`src/design/bba_pkg.sv`:
```
package bba_pkg;

  localparam int unsigned BLOCK_W        = 13;
  localparam int unsigned DISK_W         = 14;
  localparam int unsigned MAX_BLOCKS_DEF = 8192;
  localparam int unsigned WORD_BITS_DEF  = 32;
  localparam logic [DISK_W-1:0] DISK_RESET = DISK_W'(8192);

  typedef enum logic [1:0] {
    ST_OK          = 2'd0,
    ST_FULL        = 2'd1,
    ST_DOUBLE_FREE = 2'd2,
    ST_RANGE       = 2'd3
  } status_e;

  typedef enum logic {
    OP_ALLOC = 1'b0,
    OP_FREE  = 1'b1
  } op_e;

  typedef enum logic [2:0] {
    S_CLEAR,
    S_IDLE,
    S_FREE_RD,
    S_FREE_CHK,
    S_ALLOC_RD,
    S_SCAN,
    S_DONE
  } state_e;

  // one queued request, word index is an estimate that may be one low
  typedef struct packed {
    op_e                op;
    logic [BLOCK_W-1:0] blk;
    logic [BLOCK_W-1:0] word_est;
    logic               range_err;
  } entry_t;

  typedef struct packed {
    logic   not_empty;
    entry_t head;
  } q_status_t;

  typedef struct packed {
    logic pop;
    logic clearing;
  } bk_ctrl_t;

  // width that holds block counts, covered size and a sign bit
  // the padded bitmap capacity always stays below max_blocks + word_bits
  function automatic int unsigned len_width(int unsigned max_blocks, int unsigned word_bits);
    int unsigned base_w;
    base_w = $clog2(max_blocks + word_bits);
    return ((base_w > DISK_W) ? base_w : DISK_W) + 1;
  endfunction

endpackage

```
`src/design/bba_front.sv`:
```
module bba_front #(
  parameter int unsigned MaxBlocks = bba_pkg::MAX_BLOCKS_DEF,
  parameter int unsigned WordBits  = bba_pkg::WORD_BITS_DEF
) (
  input  logic                                             clk_i,
  input  logic                                             rst_ni,
  input  logic                                             in_valid_i,
  output logic                                             in_stall_o,
  input  logic                                             op_i,
  input  logic [bba_pkg::BLOCK_W-1:0]                      block_number_i,
  input  logic [bba_pkg::len_width(MaxBlocks, WordBits)-1:0] size_i,
  input  bba_pkg::bk_ctrl_t                                ctrl_i,
  output bba_pkg::q_status_t                               q_o
);

  localparam int unsigned BW   = bba_pkg::BLOCK_W;
  localparam int unsigned LenW = bba_pkg::len_width(MaxBlocks, WordBits);
  // reciprocal of the word size, estimate is exact or one low
  localparam logic [BW-1:0] RecipC = BW'((1 << BW) / WordBits);

  bba_pkg::entry_t ent_q [2];
  logic            wr_ptr_q, rd_ptr_q;
  logic [1:0]      cnt_q;
  logic            push, pop;
  logic [2*BW-1:0] prod;
  bba_pkg::entry_t new_ent;

  assign in_stall_o = (cnt_q == 2'd2) || ctrl_i.clearing;
  assign push       = in_valid_i && !in_stall_o;
  assign pop        = ctrl_i.pop && (cnt_q != 2'd0);

  always_comb begin
    prod              = (2*BW)'(block_number_i) * (2*BW)'(RecipC);
    new_ent.op        = bba_pkg::op_e'(op_i);
    new_ent.blk       = block_number_i;
    new_ent.word_est  = prod[2*BW-1:BW];
    new_ent.range_err = LenW'(block_number_i) >= size_i;
  end

  always_ff @(posedge clk_i) begin
    if (push) begin
      ent_q[wr_ptr_q] <= new_ent;
    end
  end

  always_ff @(posedge clk_i or negedge rst_ni) begin
    if (!rst_ni) begin
      wr_ptr_q <= 1'b0;
      rd_ptr_q <= 1'b0;
      cnt_q    <= 2'd0;
    end else begin
      if (push) wr_ptr_q <= !wr_ptr_q;
      if (pop)  rd_ptr_q <= !rd_ptr_q;
      cnt_q <= cnt_q + 2'(push) - 2'(pop);
    end
  end

  assign q_o.not_empty = cnt_q != 2'd0;
  assign q_o.head      = ent_q[rd_ptr_q];

endmodule

```
`config.mk`:
```
export PLATFORM = sky130hd
export DESIGN_NAME = bba_front
export DESIGN_NICKNAME = d
export VERILOG_FILES = /design/src/design/bba_pkg.sv /design/src/design/bba_front.sv
export SDC_FILE = /design/constraint.sdc
export NUM_CORES = 1
export LEC_CHECK = 0
export ABC_AREA = 1
export BUFFER_PORTS_ARGS = -buffer_cell sky130_fd_sc_hd__buf_2
export CAP_MARGIN = 10
export CORE_UTILIZATION = 53
export DETAILED_ROUTE_END_ITERATION = 7
export PLACE_DENSITY = 0.93
export SYNTH_ARGS = -nofsm -noshare
export SYNTH_HDL_FRONTEND = slang
export SYNTH_SLANG_ARGS = --single-unit
export TNS_END_PERCENT = 100
```
`constraint.sdc`:
```
create_clock -name clk_i -period 4.94 [get_ports clk_i]
set_input_delay 0.494 -clock clk_i [delete_from_list [all_inputs] [get_ports clk_i]]
set_output_delay 0.494 -clock clk_i [all_outputs]
set_load 0.02 [all_outputs]
```
Word level (Yosys, flattened, before mapping)
Memory sizes are Yosys's and may differ from the RTL's.
Index checks and enable logic that the tools add are counted.

word-level totals
  RAM bits = 46
  bits in registers = 4
  word-level logic and storage cells = 17
  memories kept = 1

cells by class
  equality and inequality tests = 1
  $add $sub $neg = 2
  $lt $le $gt $ge = 1
  reductions and logical operators = 7
  mux-type cells = 2

memory list
  name   words  bits a word  read ports  clocked after Yosys merged registers in  write ports  line             RTL
  ent_q  2      23           1           0                                        1            bba_front.sv:21  bba_pkg::entry_t ent_q [2];

operators by type and width
  operator                                      count
  greater-or-equal comparator 13 x 15 -> 1 bit  1
  zero test 1 bit                               3
  adder 2 x 1 -> 2 bit                          1
  equality test 2 bit, second input constant    1
  logical AND 1 bit                             2
  two-way mux 1 bit                             2
  nonzero test 2 bit                            1
  subtractor 2 x 1 -> 2 bit                     1
  logical OR 1 bit                              1

Logic depth before layout (Yosys ltp)
  depth after elaboration = 6
  gate-level depth with buffers = 9

Worst setup path before layout
OpenSTA, ideal clock, no wires.

  path kind = input to register
  start point = input ctrl_i[0] (netlist bit)
  end point = memory ent_q[1][0] (netlist bit), enable pin
  library setup time = 386 ps
  stages on the path = 3
  required time = 4554 ps
  path slack = 3215 ps
  arrival time = 1338 ps
  path through = inv_1 -> nand3_2 -> nor2_1

between the ends
  longest elaborated chain between the ends = 5

RTL lines
  item                                     line             RTL
  start: declaration                       bba_front.sv:12  input bba_pkg::bk_ctrl_t ctrl_i,
  logical OR 1 bit                         bba_front.sv:28  assign in_stall_o = (cnt_q == 2'd2) || ctrl_i.clearing;
  zero test 1 bit                          bba_front.sv:29  assign push = in_valid_i && !in_stall_o;
  logical AND 1 bit                        bba_front.sv:29
  two-way mux 1 bit                        bba_front.sv:41  if (push) begin
  two-way mux 1 bit (not written as such)  bba_front.sv:42  ent_q[wr_ptr_q] <= new_ent;
  end: declaration                         bba_front.sv:21

No other way between the ends.

==> metrics.md <==
| Metric | Value |
|---|---|
| Status | finished with violations |
| Violated checks | DRC |
| Setup CP Type | reg2out |
| Total CTS buffers | 5 |
| Worst hold margin | 0.367 ns |
| Core Region | 3340 um2 |
| Synthesis Warnings | 0 |
| Cell Count, Final, Fillers Out | 291 |
| Period utilization | 41.1% |
| Worst skew pair latency | 0.33 ns |
| Die area | 3710 um2 |
| Max-cap check violation count | 0 |
| Worst-Margin Slew | 0.671 ns |
| Initial antenna violation count | 0 |
| Peak VDD IR | 0.167 mV |
| CP Launch Type | flip-flop |
| Die span in x | 60.9 um |
| H-tree depth reported by CTS | 2 |
| All-layer global routing usage | 18.5% |
| Layout cells sized above 1 | 29.0% |
| Max Fclk | 492 MHz |
| Leakage power total | 1.12 nW |
| Inserted Diodes | 0 |
| Library cells used by synthesis | 19 |
| I/O Buffers | 58 |
| Total Power | 0.957 mW |
| Gate Count Post-Synth | 188 |
| Clock Sinks | 34 |
| Hold Startpoint | op_i |
| Nets@finish | 293 |
| Resized Gates After CTS | 0 |
| Total wire length | 3150 um |
| Final Critical Period | 2.03 ns |
| Starting density of the core | 55.1% |
| CTS Buffer Depth | 2 |
| Die span in y | 60.9 um |
| Post-layout util | 64.6% |
| WL per Instance | 10.8 um |
| Antenna Nets Post-Route | 0 |
| WP data required | 4.45 ns |
| Arr. time, crit path | 1.54 ns |
| Mapped Area | 1840 um2 |
| Area Growth Syn to Fin | 17.2% |
| Vias in the first global route | 1,123 |
| Register area share after synthesis | 54.5% |
| Fin. Hold Viols | 0 |
| CTS clk-pin slew, worst paths | 0.09 ns |
| Max-slew headroom | 55.1% |
| R2r endpoint | ent_q[1][10] |
| RR Startpoint | cnt_q[1] |
| Final HPWL DP | 2480 um |
| Most common cell after layout, fill and taps aside | nand2_1 |
| Design Area, Final | 2150 um2 |
| IO Pins | 64 |
| Pre-antenna DRT Iters | 6 |
| Place WS | 2.80 ns |
| Residual DRC | 1 |
| Largest net degree at the start of global routing | 17 |
| Worst Hold End | ent_q[1][22] |
| # fillers | 270 |
| Number of setup violations in the final report | 0 |
| Most frequent cells in the layout | 68 x nand2_1, 58 x buf_2, 30 x edfxtp_1, 28 x inv_1, 15 x ha_1 |
| Mean Syn Cell Area | 9.78 um2 |
| Seq cells post-synth | 34 |
| Pwr Density | 444 nW/um2 |
| Via/cell ratio | 4.56 |
| Total negative slack | 0 ns |
| Final Skew | 0.0132 ns |
| Clk Tree Root Cell | clkbuf_4 |
| Starting DRT DRC Count | 46 |
| Placed cell area | 2080 um2 |
| Grt ovf | 0 |
| Reg-to-reg setup timing slack | 3.21 ns |
| TritonCTS clock tree | yes |
| Worst reg2reg path depth | 4 |
| Hold crit path type | in2reg |
| Via count | 1,326 |
| Pins Over Slew Limit | 0 |
| Final WS setup | 2.91 ns |
| Min-Delay Path Depth | 1 |
| Crit end category | output pin |
| First-pass GRT wire length | 4820 um |
| Placed Cells incl. Taps | 280 |
| RSZ-0062 raised after global routing | no |
| CP max FO | 16 |
| Std cell rows | 21 |
| RD Place Congestion | 0.724 |
[worst max path at each step]
stage,start,end,slack [ns],depth (start not counted)
after floorplan,ctrl_i[0],ent_q[1][0],3.22,3
after global placement,ctrl_i[0],ent_q[1][18],2.87,4
after detailed placement,ctrl_i[0],ent_q[0][20],2.80,4
after CTS,rd_ptr_q,q_o[23],2.90,4
after global routing,rd_ptr_q,q_o[7],2.80,4
final,rd_ptr_q,q_o[23],2.91,4
[state kept, by name, summed over array words and instances (netlist names)]
name	cells
cnt_q	2
wr_ptr_q	1
ent_q	30
rd_ptr_q	1
[synthesized netlist by cell type]
master    instances  area [um2]
nand2_1          68         255
xor2_1            3        26.3
a21oi_1           4        20.0
buf_4            15         113
edfxtp_1         30         901
dfrtp_1           4         100
conb_1            1        3.75
nor3_2            1        10.0
nand3_2           2        20.0
inv_4             1        6.26
nand4_1           3        18.8
xnor2_1           1        8.76
inv_1            28         105
ha_1             15         188
nor2_1            5        18.8
inv_2             1        3.75
buf_6             1        11.3
nor2b_2           1        8.76
nand3_1           4        20.0
[per-layer routing]
metal	global-route usage [%]	wire [um]
met1	21.7	1240
met4	6.17	28
met3	5.33	138
met5	0	0
met2	32.5	1740
[cell type report]
type / instances / area [um2] / area share (%)
inverter: 30 / 115 / 5.34
multi-input combinational: 112 / 613 / 28.5
tap: 46 / 57.6 / 2.67
sequential: 34 / 1000 / 46.5
clock buffer: 8 / 48.8 / 2.26
timing repair buffer: 61 / 319 / 14.8
[power breakdown]
group,switching (mW),internal [mW],leakage (nW)
logic,0.285,0.138,0.771
registers,0.0336,0.365,0.321
clock network,0.0786,0.0566,0.0265
[kinds of logic after synthesis]
family	after synthesis	share of synthesized area, %
AND/OR/NAND/NOR	84	19.1
buffers and inverters	46	13.0
flip-flops	34	54.5
adder cells (fa/ha/maj)	15	10.2
AO/OA/AOI/OAI	4	1.09
XOR/XNOR	4	1.91
other	1	0.204
[critical path, stage by stage, from the launching register on]
cell,delay [ns]
dfrtp_1,0.69
inv_4,0.17
nand2_1,0.10
nand2_1,0.07
buf_2,0.16
[repair_timing]
action / CTS / global route
endpoints found under the hold margin: 4 / 0
hold buffers: 1 / 0
endpoints found under the setup margin: 0 / 0
buffers inserted: 0 / 0
Power figures use the tool's default switching activity.
